### src/hw/rtl/rqt_pkg.sv
package rqt_pkg;

    localparam int PENDING_SLOTS = 16;
    localparam int PEER_SLOTS    = 8;
    localparam int SLOT_W        = $clog2(PENDING_SLOTS);
    localparam int PEER_W        = $clog2(PEER_SLOTS);
    localparam int VOTER_W       = $clog2(PEER_SLOTS + 2);
    localparam int VOTES_W       = 4;

    localparam logic [VOTES_W-1:0] VOTES_MAX = '1;

    typedef enum logic [1:0] {
        OP_REQ = 2'd0,
        OP_RSP = 2'd1,
        OP_ACK = 2'd2
    } t_op;

    typedef enum logic [1:0] {
        KIND_LOCAL = 2'd0,
        KIND_RESP  = 2'd1,
        KIND_HB    = 2'd2,
        KIND_FATAL = 2'd3
    } t_kind;

    localparam logic [1:0] CFG_SELF_ID      = 2'd0;
    localparam logic [1:0] CFG_PEER_COUNT   = 2'd1;
    localparam logic [1:0] CFG_LEARNER_MASK = 2'd2;
    localparam logic [1:0] CFG_SELF_VOTER   = 2'd3;

    typedef struct packed {
        t_op          op;
        logic [15:0]  from_node;
        logic [31:0]  msg_seq;
        logic [47:0]  msg_index;
        logic         reject;
        logic [31:0]  msg_term;
        logic [2:0]   peer_slot;
        logic         is_leader;
        logic [31:0]  node_term;
        logic [47:0]  commit_idx;
        logic         commit_in_term;
        logic [15:0]  known_leader;
    } t_in_item;

    typedef struct packed {
        t_kind        kind;
        logic [15:0]  dest_node;
        logic [31:0]  term;
        logic [31:0]  seq;
        logic [47:0]  log_index;
        logic         last;
    } t_out_item;

    typedef struct packed {
        logic [15:0]  self_id;
        logic [3:0]   peer_count;
        logic [7:0]   learner_mask;
        logic         self_voter;
    } t_cfg;

    // classified command handed from the front to the back
    typedef struct packed {
        t_op          op;
        logic [15:0]  from_node;
        logic [31:0]  seq;
        logic [47:0]  msg_index;
        logic [31:0]  cur_term;
        logic [47:0]  commit_idx;
        logic [2:0]   peer_slot;
    } t_cmd;

    function automatic logic f_learner(t_cfg c, logic [PEER_W-1:0] p);
        return (32'(p) < 8) && c.learner_mask[p];
    endfunction

    function automatic logic [VOTER_W-1:0] f_voters(t_cfg c);
        logic [VOTER_W-1:0] n;
        n = VOTER_W'(c.self_voter);
        for (int i = 0; i < PEER_SLOTS; i++) begin
            if ((i < 32'(c.peer_count)) && !f_learner(c, PEER_W'(i))) begin
                n = n + VOTER_W'(1);
            end
        end
        return n;
    endfunction

endpackage

### src/hw/rtl/rqt_ifs.sv
interface rqt_req_if import rqt_pkg::*; ();
    logic     valid;
    logic     ready;
    t_in_item data;
    modport source (output valid, output data, input ready);
    modport sink   (input valid, input data, output ready);
endinterface

interface rqt_res_if import rqt_pkg::*; ();
    logic      valid;
    logic      ready;
    t_out_item data;
    modport source (output valid, output data, input ready);
    modport sink   (input valid, input data, output ready);
endinterface

interface rqt_cfg_if ();
    logic        valid;
    logic        ready;
    logic [1:0]  index;
    logic [15:0] data;
    modport source (output valid, output index, output data, input ready);
    modport sink   (input valid, input index, input data, output ready);
endinterface

### src/hw/rtl/rqt_front.sv
module rqt_front import rqt_pkg::*; (
    input  logic        i_clk,
    input  logic        i_rst_n,
    input  t_cfg        i_cfg_regs,
    rqt_req_if.sink     i_req,
    output logic        o_cmd_valid,
    input  logic        i_cmd_ready,
    output t_cmd        o_cmd
);

    t_cmd       r_q [2];
    logic       r_wp;
    logic       r_rp;
    logic [1:0] r_cnt;
    logic       keep;
    logic       push;
    logic       pop;
    t_cmd       cmd_in;

    assign i_req.ready = (r_cnt != 2'd2);
    assign o_cmd_valid = (r_cnt != 2'd0);
    assign o_cmd       = r_q[r_rp];

    always_comb begin
        case (i_req.data.op)
            OP_REQ:  keep = i_req.data.is_leader && i_cfg_regs.self_voter &&
                            i_req.data.commit_in_term;
            OP_RSP:  keep = !i_req.data.reject &&
                            (i_req.data.from_node == i_req.data.known_leader) &&
                            (i_req.data.msg_term == i_req.data.node_term);
            OP_ACK:  keep = i_req.data.is_leader &&
                            (32'(i_req.data.peer_slot) < PEER_SLOTS);
            default: keep = 1'b0;
        endcase
    end

    always_comb begin
        cmd_in.op         = i_req.data.op;
        cmd_in.from_node  = i_req.data.from_node;
        cmd_in.seq        = i_req.data.msg_seq;
        cmd_in.msg_index  = i_req.data.msg_index;
        cmd_in.cur_term   = i_req.data.node_term;
        cmd_in.commit_idx = i_req.data.commit_idx;
        cmd_in.peer_slot  = i_req.data.peer_slot;
    end

    // drop filtered items at the transfer
    assign push = i_req.valid && i_req.ready && keep;
    assign pop  = o_cmd_valid && i_cmd_ready;

    always_ff @(posedge i_clk) begin
        if (!i_rst_n) begin
            r_wp  <= 1'b0;
            r_rp  <= 1'b0;
            r_cnt <= 2'd0;
        end else begin
            if (push) begin
                r_q[r_wp] <= cmd_in;
                r_wp      <= !r_wp;
            end
            if (pop) begin
                r_rp <= !r_rp;
            end
            r_cnt <= r_cnt + 2'(push) - 2'(pop);
        end
    end

endmodule

### src/hw/rtl/rqt_back.sv
module rqt_back import rqt_pkg::*; (
    input  logic        i_clk,
    input  logic        i_rst_n,
    input  t_cfg        i_cfg_regs,
    input  logic        i_cmd_valid,
    output logic        o_cmd_ready,
    input  t_cmd        i_cmd,
    rqt_res_if.source   o_res
);

    typedef enum logic [1:0] {S_IDLE, S_RSP, S_ACK, S_FLUSH} t_state;

    t_state              r_state;
    t_cmd                r_cmd;
    logic [SLOT_W-1:0]   r_idx;
    logic [31:0]         r_mark;
    logic [31:0]         r_ctr;
    logic [31:0]         r_ack_seq [PEER_SLOTS];
    logic                r_active  [PENDING_SLOTS];
    logic [31:0]         r_sseq    [PENDING_SLOTS];
    logic [31:0]         r_client  [PENDING_SLOTS];
    logic [47:0]         r_sidx    [PENDING_SLOTS];
    logic [15:0]         r_origin  [PENDING_SLOTS];
    logic [VOTES_W-1:0]  r_votes   [PENDING_SLOTS];
    logic [PEER_SLOTS-1:0] r_acked [PENDING_SLOTS];
    logic                r_hold_v;
    t_out_item           r_hold;
    logic                r_out_v;
    t_out_item           r_out;

    logic                found_free;
    logic [SLOT_W-1:0]   free_idx;
    logic [VOTER_W-1:0]  nvoters;
    logic [VOTER_W:0]    quorum;
    logic [15:0]         req_origin;
    logic [PEER_W-1:0]   pslot;
    logic [31:0]         new_mark;
    logic                ack_hit;
    logic [VOTES_W-1:0]  new_votes;
    logic                ack_done;
    logic                rsp_hit;
    logic                can_push;
    logic                out_load;
    logic                last_idx;
    t_out_item           req_done;
    t_out_item           ack_res;
    t_out_item           fatal_res;
    t_out_item           hb_res;
    t_out_item           rsp_res;

    function automatic t_out_item f_done(logic [15:0] origin, logic [15:0] self_id,
                                         logic [31:0] term, logic [31:0] client,
                                         logic [47:0] idx);
        t_out_item r;
        r.seq       = client;
        r.log_index = idx;
        r.last      = 1'b0;
        if (origin == self_id) begin
            r.kind      = KIND_LOCAL;
            r.dest_node = '0;
            r.term      = '0;
        end else begin
            r.kind      = KIND_RESP;
            r.dest_node = origin;
            r.term      = term;
        end
        return r;
    endfunction

    function automatic t_out_item f_with_last(t_out_item r, logic l);
        t_out_item o;
        o      = r;
        o.last = l;
        return o;
    endfunction

    always_comb begin
        found_free = 1'b0;
        free_idx   = '0;
        for (int s = PENDING_SLOTS - 1; s >= 0; s--) begin
            if (!r_active[s]) begin
                found_free = 1'b1;
                free_idx   = SLOT_W'(s);
            end
        end
    end

    assign nvoters    = f_voters(i_cfg_regs);
    assign quorum     = (VOTER_W+1)'(nvoters >> 1) + (VOTER_W+1)'(1);
    assign req_origin = (i_cmd.from_node != 16'd0) ? i_cmd.from_node : i_cfg_regs.self_id;
    assign pslot      = i_cmd.peer_slot[PEER_W-1:0];
    assign new_mark   = (i_cmd.seq > r_ack_seq[pslot]) ? i_cmd.seq : r_ack_seq[pslot];
    assign req_done   = f_done(req_origin, i_cfg_regs.self_id, i_cmd.cur_term,
                               i_cmd.seq, i_cmd.commit_idx);

    assign ack_hit   = r_active[r_idx] && !r_acked[r_idx][r_cmd.peer_slot[PEER_W-1:0]] &&
                       (r_mark >= r_sseq[r_idx]);
    assign new_votes = (!f_learner(i_cfg_regs, r_cmd.peer_slot[PEER_W-1:0]) &&
                        (r_votes[r_idx] != VOTES_MAX)) ?
                       r_votes[r_idx] + VOTES_W'(1) : r_votes[r_idx];
    assign ack_done  = ack_hit && ((VOTER_W+1 > VOTES_W) ?
                       ((VOTER_W+1)'(new_votes) >= quorum) :
                       (new_votes >= VOTES_W'(quorum)));
    assign ack_res   = f_done(r_origin[r_idx], i_cfg_regs.self_id, r_cmd.cur_term,
                              r_client[r_idx], r_sidx[r_idx]);
    assign rsp_hit   = r_active[r_idx] && (r_client[r_idx] == r_cmd.seq);
    assign can_push  = !r_out_v || o_res.ready;
    assign last_idx  = (32'(r_idx) == PENDING_SLOTS - 1);
    assign out_load  = r_hold_v && can_push &&
                       (((r_state == S_ACK) && ack_done) || (r_state == S_FLUSH));

    always_comb begin
        fatal_res         = '0;
        fatal_res.kind    = KIND_FATAL;
        hb_res            = '0;
        hb_res.kind       = KIND_HB;
        rsp_res           = '0;
        rsp_res.kind      = KIND_LOCAL;
        rsp_res.seq       = r_cmd.seq;
        rsp_res.log_index = r_cmd.msg_index;
    end

    assign o_cmd_ready = (r_state == S_IDLE);
    assign o_res.valid = r_out_v;
    assign o_res.data  = r_out;

    always_ff @(posedge i_clk) begin
        if (!i_rst_n) begin
            r_state  <= S_IDLE;
            r_ctr    <= '0;
            r_hold_v <= 1'b0;
            r_out_v  <= 1'b0;
            r_idx    <= '0;
            for (int p = 0; p < PEER_SLOTS; p++) r_ack_seq[p] <= '0;
            for (int s = 0; s < PENDING_SLOTS; s++) r_active[s] <= 1'b0;
        end else begin
            if (r_out_v && o_res.ready && !out_load) begin
                r_out_v <= 1'b0;
            end
            case (r_state)
                S_IDLE: begin
                    if (i_cmd_valid) begin
                        r_cmd <= i_cmd;
                        r_idx <= '0;
                        case (i_cmd.op)
                            OP_REQ: begin
                                r_state <= S_FLUSH;
                                if (r_ctr == '1) begin
                                    r_hold   <= fatal_res;
                                    r_hold_v <= 1'b1;
                                end else begin
                                    r_ctr <= r_ctr + 32'd1;
                                    if (found_free) begin
                                        r_sseq[free_idx]   <= r_ctr + 32'd1;
                                        r_client[free_idx] <= i_cmd.seq;
                                        r_sidx[free_idx]   <= i_cmd.commit_idx;
                                        r_origin[free_idx] <= req_origin;
                                        r_votes[free_idx]  <= VOTES_W'(1);
                                        r_acked[free_idx]  <= '0;
                                        if (nvoters == VOTER_W'(1)) begin
                                            r_hold   <= req_done;
                                            r_hold_v <= 1'b1;
                                        end else if (nvoters > VOTER_W'(1)) begin
                                            r_active[free_idx] <= 1'b1;
                                            r_hold   <= hb_res;
                                            r_hold_v <= 1'b1;
                                        end
                                    end
                                end
                            end
                            OP_RSP: r_state <= S_RSP;
                            OP_ACK: begin
                                r_ack_seq[pslot] <= new_mark;
                                r_mark           <= new_mark;
                                r_state          <= S_ACK;
                            end
                            default: r_state <= S_IDLE;
                        endcase
                    end
                end
                S_RSP: begin
                    if (rsp_hit) begin
                        r_active[r_idx] <= 1'b0;
                        r_hold          <= rsp_res;
                        r_hold_v        <= 1'b1;
                        r_state         <= S_FLUSH;
                    end else if (last_idx) begin
                        r_state <= S_FLUSH;
                    end else begin
                        r_idx <= r_idx + SLOT_W'(1);
                    end
                end
                S_ACK: begin
                    // hold the scan while a completion has nowhere to go
                    if (!(ack_done && r_hold_v && !can_push)) begin
                        if (ack_hit) begin
                            r_acked[r_idx][r_cmd.peer_slot[PEER_W-1:0]] <= 1'b1;
                            r_votes[r_idx] <= new_votes;
                        end
                        if (ack_done) begin
                            r_active[r_idx] <= 1'b0;
                            if (r_hold_v) begin
                                r_out   <= f_with_last(r_hold, 1'b0);
                                r_out_v <= 1'b1;
                            end
                            r_hold   <= ack_res;
                            r_hold_v <= 1'b1;
                        end
                        r_idx <= r_idx + SLOT_W'(1);
                        if (last_idx) begin
                            r_state <= S_FLUSH;
                        end
                    end
                end
                S_FLUSH: begin
                    if (!r_hold_v) begin
                        r_state <= S_IDLE;
                    end else if (can_push) begin
                        r_out    <= f_with_last(r_hold, 1'b1);
                        r_out_v  <= 1'b1;
                        r_hold_v <= 1'b0;
                        r_state  <= S_IDLE;
                    end
                end
                default: r_state <= S_IDLE;
            endcase
        end
    end

endmodule

### src/hw/rtl/read_quorum_tracker_top.sv
// channel | dir | transfer when            | payload
// i_req   | in  | i_req.valid & i_req.ready | t_in_item  (request, response, ack)
// o_res   | out | o_res.valid & o_res.ready | t_out_item (one per result, last marks end)
// i_cfg   | in  | i_cfg.valid & i_cfg.ready | index, 16-bit data (always ready)
//
// A request passes from idle through the flush state of the back; a response scans one
// slot per cycle until the first match; an ack always scans all 16 slots and holds
// on an output stall. The serial slot scan in the back sets the pace.
// A two-entry queue lets the front take items while the back scans.
// Reset is synchronous and clears slot valid bits, counters and marks at once.
// The scan holds while a completion waits on a stalled output register.
module read_quorum_tracker_top import rqt_pkg::*; (
    input  logic      i_clk,
    input  logic      i_rst_n,
    rqt_req_if.sink   i_req,
    rqt_res_if.source o_res,
    rqt_cfg_if.sink   i_cfg
);

    t_cfg  r_cfg;
    logic  cmd_valid;
    logic  cmd_ready;
    t_cmd  cmd;

    assign i_cfg.ready = 1'b1;

    always_ff @(posedge i_clk) begin
        if (!i_rst_n) begin
            r_cfg.self_id      <= 16'd1;
            r_cfg.peer_count   <= 4'd0;
            r_cfg.learner_mask <= 8'd0;
            r_cfg.self_voter   <= 1'b1;
        end else if (i_cfg.valid) begin
            case (i_cfg.index)
                CFG_SELF_ID:      r_cfg.self_id      <= i_cfg.data;
                CFG_PEER_COUNT:   r_cfg.peer_count   <= i_cfg.data[3:0];
                CFG_LEARNER_MASK: r_cfg.learner_mask <= i_cfg.data[7:0];
                CFG_SELF_VOTER:   r_cfg.self_voter   <= i_cfg.data[0];
                default: ;
            endcase
        end
    end

    rqt_front u_front (
        .i_clk       (i_clk),
        .i_rst_n     (i_rst_n),
        .i_cfg_regs  (r_cfg),
        .i_req       (i_req),
        .o_cmd_valid (cmd_valid),
        .i_cmd_ready (cmd_ready),
        .o_cmd       (cmd)
    );

    rqt_back u_back (
        .i_clk       (i_clk),
        .i_rst_n     (i_rst_n),
        .i_cfg_regs  (r_cfg),
        .i_cmd_valid (cmd_valid),
        .o_cmd_ready (cmd_ready),
        .i_cmd       (cmd),
        .o_res       (o_res)
    );

    a_fatal_last: assert property (@(posedge i_clk) disable iff (!i_rst_n)
        o_res.valid && (o_res.data.kind == KIND_FATAL) |-> o_res.data.last)
        else $error("fatal result not marked last");

    a_hb_last: assert property (@(posedge i_clk) disable iff (!i_rst_n)
        o_res.valid && (o_res.data.kind == KIND_HB) |-> o_res.data.last)
        else $error("heartbeat result not marked last");

    a_cmd_op: assert property (@(posedge i_clk) disable iff (!i_rst_n)
        cmd_valid |-> (cmd.op == OP_REQ) || (cmd.op == OP_RSP) || (cmd.op == OP_ACK))
        else $error("unused op reached the back");

endmodule
### src/flat_wrapper.sv
// flat-port wrapper written by rule: the top's interface ports become plain ports
module read_quorum_tracker_top_flat import rqt_pkg::*;
  (i_clk, i_rst_n, i_req_valid, i_req_data, i_req_ready, o_res_valid, o_res_data, o_res_ready, i_cfg_valid, i_cfg_index, i_cfg_data, i_cfg_ready);
  rqt_req_if i_req_i ();
  rqt_res_if o_res_i ();
  rqt_cfg_if i_cfg_i ();
  input  logic i_clk;
  input  logic i_rst_n;
  input wire logic [$bits(i_req_i.valid)-1:0] i_req_valid;
  input wire logic [$bits(i_req_i.data)-1:0] i_req_data;
  output wire logic [$bits(i_req_i.ready)-1:0] i_req_ready;
  output wire logic [$bits(o_res_i.valid)-1:0] o_res_valid;
  output wire logic [$bits(o_res_i.data)-1:0] o_res_data;
  input wire logic [$bits(o_res_i.ready)-1:0] o_res_ready;
  input wire logic [$bits(i_cfg_i.valid)-1:0] i_cfg_valid;
  input wire logic [$bits(i_cfg_i.index)-1:0] i_cfg_index;
  input wire logic [$bits(i_cfg_i.data)-1:0] i_cfg_data;
  output wire logic [$bits(i_cfg_i.ready)-1:0] i_cfg_ready;
  assign i_req_i.valid = i_req_valid;
  assign i_req_i.data = i_req_data;
  assign i_req_ready = i_req_i.ready;
  assign o_res_valid = o_res_i.valid;
  assign o_res_data = o_res_i.data;
  assign o_res_i.ready = o_res_ready;
  assign i_cfg_i.valid = i_cfg_valid;
  assign i_cfg_i.index = i_cfg_index;
  assign i_cfg_i.data = i_cfg_data;
  assign i_cfg_ready = i_cfg_i.ready;
  read_quorum_tracker_top u_core (.i_clk(i_clk), .i_rst_n(i_rst_n), .i_req(i_req_i), .o_res(o_res_i), .i_cfg(i_cfg_i));
endmodule
### config.mk
export PLATFORM = sky130hd
export DESIGN_NAME = read_quorum_tracker_top_flat
export DESIGN_NICKNAME = d
export VERILOG_FILES = /design/src/hw/rtl/rqt_pkg.sv /design/src/hw/rtl/rqt_ifs.sv /design/src/hw/rtl/rqt_front.sv /design/src/hw/rtl/rqt_back.sv /design/src/hw/rtl/read_quorum_tracker_top.sv /design/src/flat_wrapper.sv
export SDC_FILE = /design/constraint.sdc
export NUM_CORES = 2
export LEC_CHECK = 0
export BUFFER_PORTS_ARGS = -buffer_cell sky130_fd_sc_hd__clkbuf_2
export CORE_MARGIN = 5
export CORE_UTILIZATION = 35
export CTS_CLUSTER_DIAMETER = 40
export DETAILED_ROUTE_END_ITERATION = 8
export SYNTH_ARGS = -nofsm -noshare
export SYNTH_HDL_FRONTEND = slang
export SYNTH_SLANG_ARGS = --single-unit
export TNS_END_PERCENT = 5
### constraint.sdc
create_clock -name i_clk -period 57 [get_ports i_clk]
set_input_delay 5.7 -clock i_clk [delete_from_list [all_inputs] [get_ports i_clk]]
set_output_delay 5.7 -clock i_clk [all_outputs]
set_load 0.05 [all_outputs]
==> flow_metrics.env <==
export IMPL_ctsResizeCount=0
export IMPL_combPwrFrac=0.184
export IMPL_ys_seq_elements=3360
export IMPL_path_buf_inv=4
export IMPL_io_pin_count=389
export IMPL_gr_total_overflow=0
export IMPL_synth_nets=7429
export IMPL_antenna_found_initial=22
export IMPL_area_growth_pct=17.0
export IMPL_setup_violations=0
export IMPL_synth_async_reset_ratio=0
export IMPL_ir_worst_vdd_uv=33.0
export IMPL_yosysSeqAreaShare=0.747
export IMPL_synth_edff_count=3266
export IMPL_die_area_um2=395000
export IMPL_top_layer="met5"
export IMPL_cts_buffers=419
export IMPL_worstHoldStart="u_core.u_back.r_hold[3]"
export IMPL_period_minus_slack_ps=9900
export IMPL_slew_violations=0
export IMPL_htree_num_levels=5
export IMPL_fin_skew_ps=85.9
export IMPL_core_area_um2=381000
export IMPL_path_max_fanout=50
export IMPL_switching_power_mw=1.95
export IMPL_worstHoldEndpoint="u_core.u_back.o_res.data[3]"
export IMPL_crit_cells=36
export IMPL_ant_nets=0
export IMPL_die_w_um=628
export IMPL_status="finished clean"
export IMPL_num_rows=227
export IMPL_pwr_density_cell_nw_per_um2=44.2
export IMPL_worstPathArrival_ps=10460
export IMPL_whs_path_depth=0
export IMPL_wl_um=362000
export IMPL_grt_setup_unrepaired="false"
export IMPL_critPathSlowestCell="buf_4"
export IMPL_fin_crit_sh=0.174
export IMPL_fin_area_um2=157000
export IMPL_clock_root_buffer="clkbuf_16"
export IMPL_r2r_start="u_core.r_cfg[11]"
export IMPL_p_seq_frac=0.425
export IMPL_start_util=0.351
export IMPL_synthFlopType="edfxtp_1"
export IMPL_nets=8032
export IMPL_maxCapViolations=0
export IMPL_first_iter_violations=7429
export IMPL_tightestPinTransition_ps=1300
export IMPL_r2r_slack_ps=47100
export IMPL_drive_above_1_share=0.260
export IMPL_max_stage_delay_ps=770
export IMPL_swShare=0.282
export IMPL_wl_met2_um=176000
export IMPL_avgViaCountPerCell=5.48
export IMPL_max_freq_ghz=0.101
export IMPL_hold_path_class="reg -> reg"
export IMPL_clockBufferDepth=4
export IMPL_num_vias=71700
export IMPL_post_cts_buffers=0
export IMPL_start_kind="register"
export IMPL_met1_length_um=149000
export IMPL_synth_cell_type_count=88
export IMPL_crit_path_frequent_cell="ha_1"
export IMPL_max_slew_margin_rel=0.132
export IMPL_ys_warn_count=0
export IMPL_nFillCells=33500
export IMPL_dp_hpwl_um=210000
export IMPL_critical_path_top_delay_family="simple AND/OR/NAND/NOR gates"
export IMPL_gp_congestion=0.898
export IMPL_multi_input_area_um2=31800
export IMPL_fin_tns_setup_ps=0
export IMPL_post_drt_wl_per_cell_um=27.7
export IMPL_pwr_share_clk=0.391
export IMPL_clk_pin_slew_worst_paths_ps=60
export IMPL_port_buffers=387
export IMPL_grt_max_degree=118
export IMPL_rr_endpoint="u_core.u_back.o_res.data[29]"
export IMPL_met3_wirelength_um=27200
export IMPL_worstSetupEndpointType="register"
export IMPL_grt_usage=0.178
export IMPL_p_int_mw=4.97
export IMPL_most_common_layout_cells="edfxtp_1, mux4_2, clkbuf_16"
export IMPL_rr_worst_depth=36
export IMPL_finalHoldViolCount=0
export IMPL_dr_pass1_iters=6
export IMPL_cellLeakagePower_nw=50.9
export IMPL_syn_avg_cell_area_um2=18.9
export IMPL_required_ps=57560
export IMPL_critPathKind="reg -> reg"
export IMPL_drc=0
export IMPL_ctsHoldBuffers=0
export IMPL_area_sequential_um2=100000
export IMPL_cts_tree="built"
export IMPL_final_common_cell="edfxtp_1"
export IMPL_synth_cells=7086
export IMPL_grt_first_pass_wirelength_um=523000
export IMPL_syn_area_um2=134000
export IMPL_dpl_cell_area_um2=142000
export IMPL_clk_insertion_delay_late_ps=960
export IMPL_cts_sink_count=3360
export IMPL_grt_pass1_vias=73100
export IMPL_fp_dieH_um=628
per-layer routing:
metal	global-route usage	vias up
li1	-	30100
met1	0.242	37800
met2	0.294	3130
met3	0.0326	564
met4	0.0502	4
met5	0	-
how the worst max path moves through the flow:
stage / from / to / slack, ps
after detailed placement: i_req_data[91] / u_core.u_front.r_q[1][112] / 46790
after floorplan: i_rst_n / u_core.u_back.o_res.data[0] / 29170
after CTS: u_core.r_cfg[10] / u_core.u_back.o_res.data[31] / 47070
final: u_core.r_cfg[11] / u_core.u_back.o_res.data[29] / 47100
after global placement: i_req_data[220] / u_core.u_front.r_q[1][115] / 46710
after global routing: u_core.r_cfg[10] / u_core.u_back.o_res.data[35] / 46320
state kept, by name, summed over array words and instances, names as in the netlist, 2 cells and up, named ones only:
register,flops
u_core.u_back.r_acked,128
u_core.u_back.r_hold,130
u_core.u_back.r_active,16
u_core.u_back.r_cmd,115
u_core.u_front.r_q,362
u_core.u_back.r_origin,256
u_core.u_back.r_mark,32
u_core.u_back.o_res.data,131
u_core.u_back.r_state,2
u_core.u_back.r_sseq,512
u_core.u_back.r_sidx,768
u_core.u_back.r_idx,4
u_core.u_back.r_ctr,32
u_core.u_back.r_ack_seq,256
u_core.u_back.r_votes,64
u_core.r_cfg,29
u_core.u_back.r_client,512
u_core.u_front.r_cnt,2
metrics by stage:
stage / hold WS, ps / power, mW / utilization / instances / setup WS, ps
final: 401 / 6.92 / 0.410 / 13100 / 47100
after global routing: 420 / 7.17 / 0.410 / 13100 / 46320
after CTS: 401 / 6.98 / 0.410 / 13100 / 47070
after detailed placement: 405 / 4.27 / 0.373 / 12300 / 46790
after global placement: 401 / 4.25 / 0.372 / 12300 / 46710
after floorplan: 400 / 3.84 / - / 7086 / 29170
Yosys cell counts, drive strengths merged, types with 7 or more instances:
master,n,area [um2]
edfxtp,3266,98100
mux4,618,13900
nor3,321,1610
nor2,285,1070
nand2,222,833
clkbuf,202,758
mux2i,202,2020
inv,178,668
buf,165,887
a22oi,157,1180
mux2,155,1750
o21ai,142,711
a21oi,105,526
dfxtp,94,1880
xnor2,91,812
ha,88,1100
nand3,74,370
xor2,64,568
and2,58,363
a41o,51,510
and3,50,313
a221oi,44,392
a22o,42,368
a21boi,37,278
nand4,37,231
nor2b,33,206
a21o,30,225
nand2b,26,163
or3,23,144
o22ai,21,131
nor4,19,119
a211oi,17,155
o211ai,17,143
o21a,13,97.6
o221ai,10,106
o311ai,10,87.6
or4,10,75.1
a32oi,9,78.8
nor3b,8,60.1
a31oi,7,43.8
o2111ai,7,61.3
or2,7,43.8
logic make-up after synthesis:
kind of cell,synth area share
XOR/XNOR,0.0107
flip-flops,0.747
other,0.0000280
AO/OA/AOI/OAI,0.0415
AND/OR/NAND/NOR,0.0430
multiplexers,0.132
buffers and inverters,0.0173
adder cells (fa/ha/maj),0.00823
power by group through the flow:
stage	clock network [mW]	logic, mW	registers (mW)
final	2.71	1.27	2.94
after global routing	2.87	1.36	2.95
after CTS	2.75	1.29	2.94
after detailed placement	0	1.28	2.99
after global placement	0	1.26	2.99
after floorplan	0	0.845	2.99
layout make-up:
cell class                      count  share of cell area
Inverter                          179             0.00434
Antenna cell                       10            0.000160
Tap cell                         5038              0.0403
Multi-Input combinational cell   3180               0.203
Timing Repair Buffer              549              0.0213
Clock inverter                    313              0.0234
Clock buffer                      463              0.0690
Sequential cell                  3360               0.638
Power figures use the tool's default switching activity.
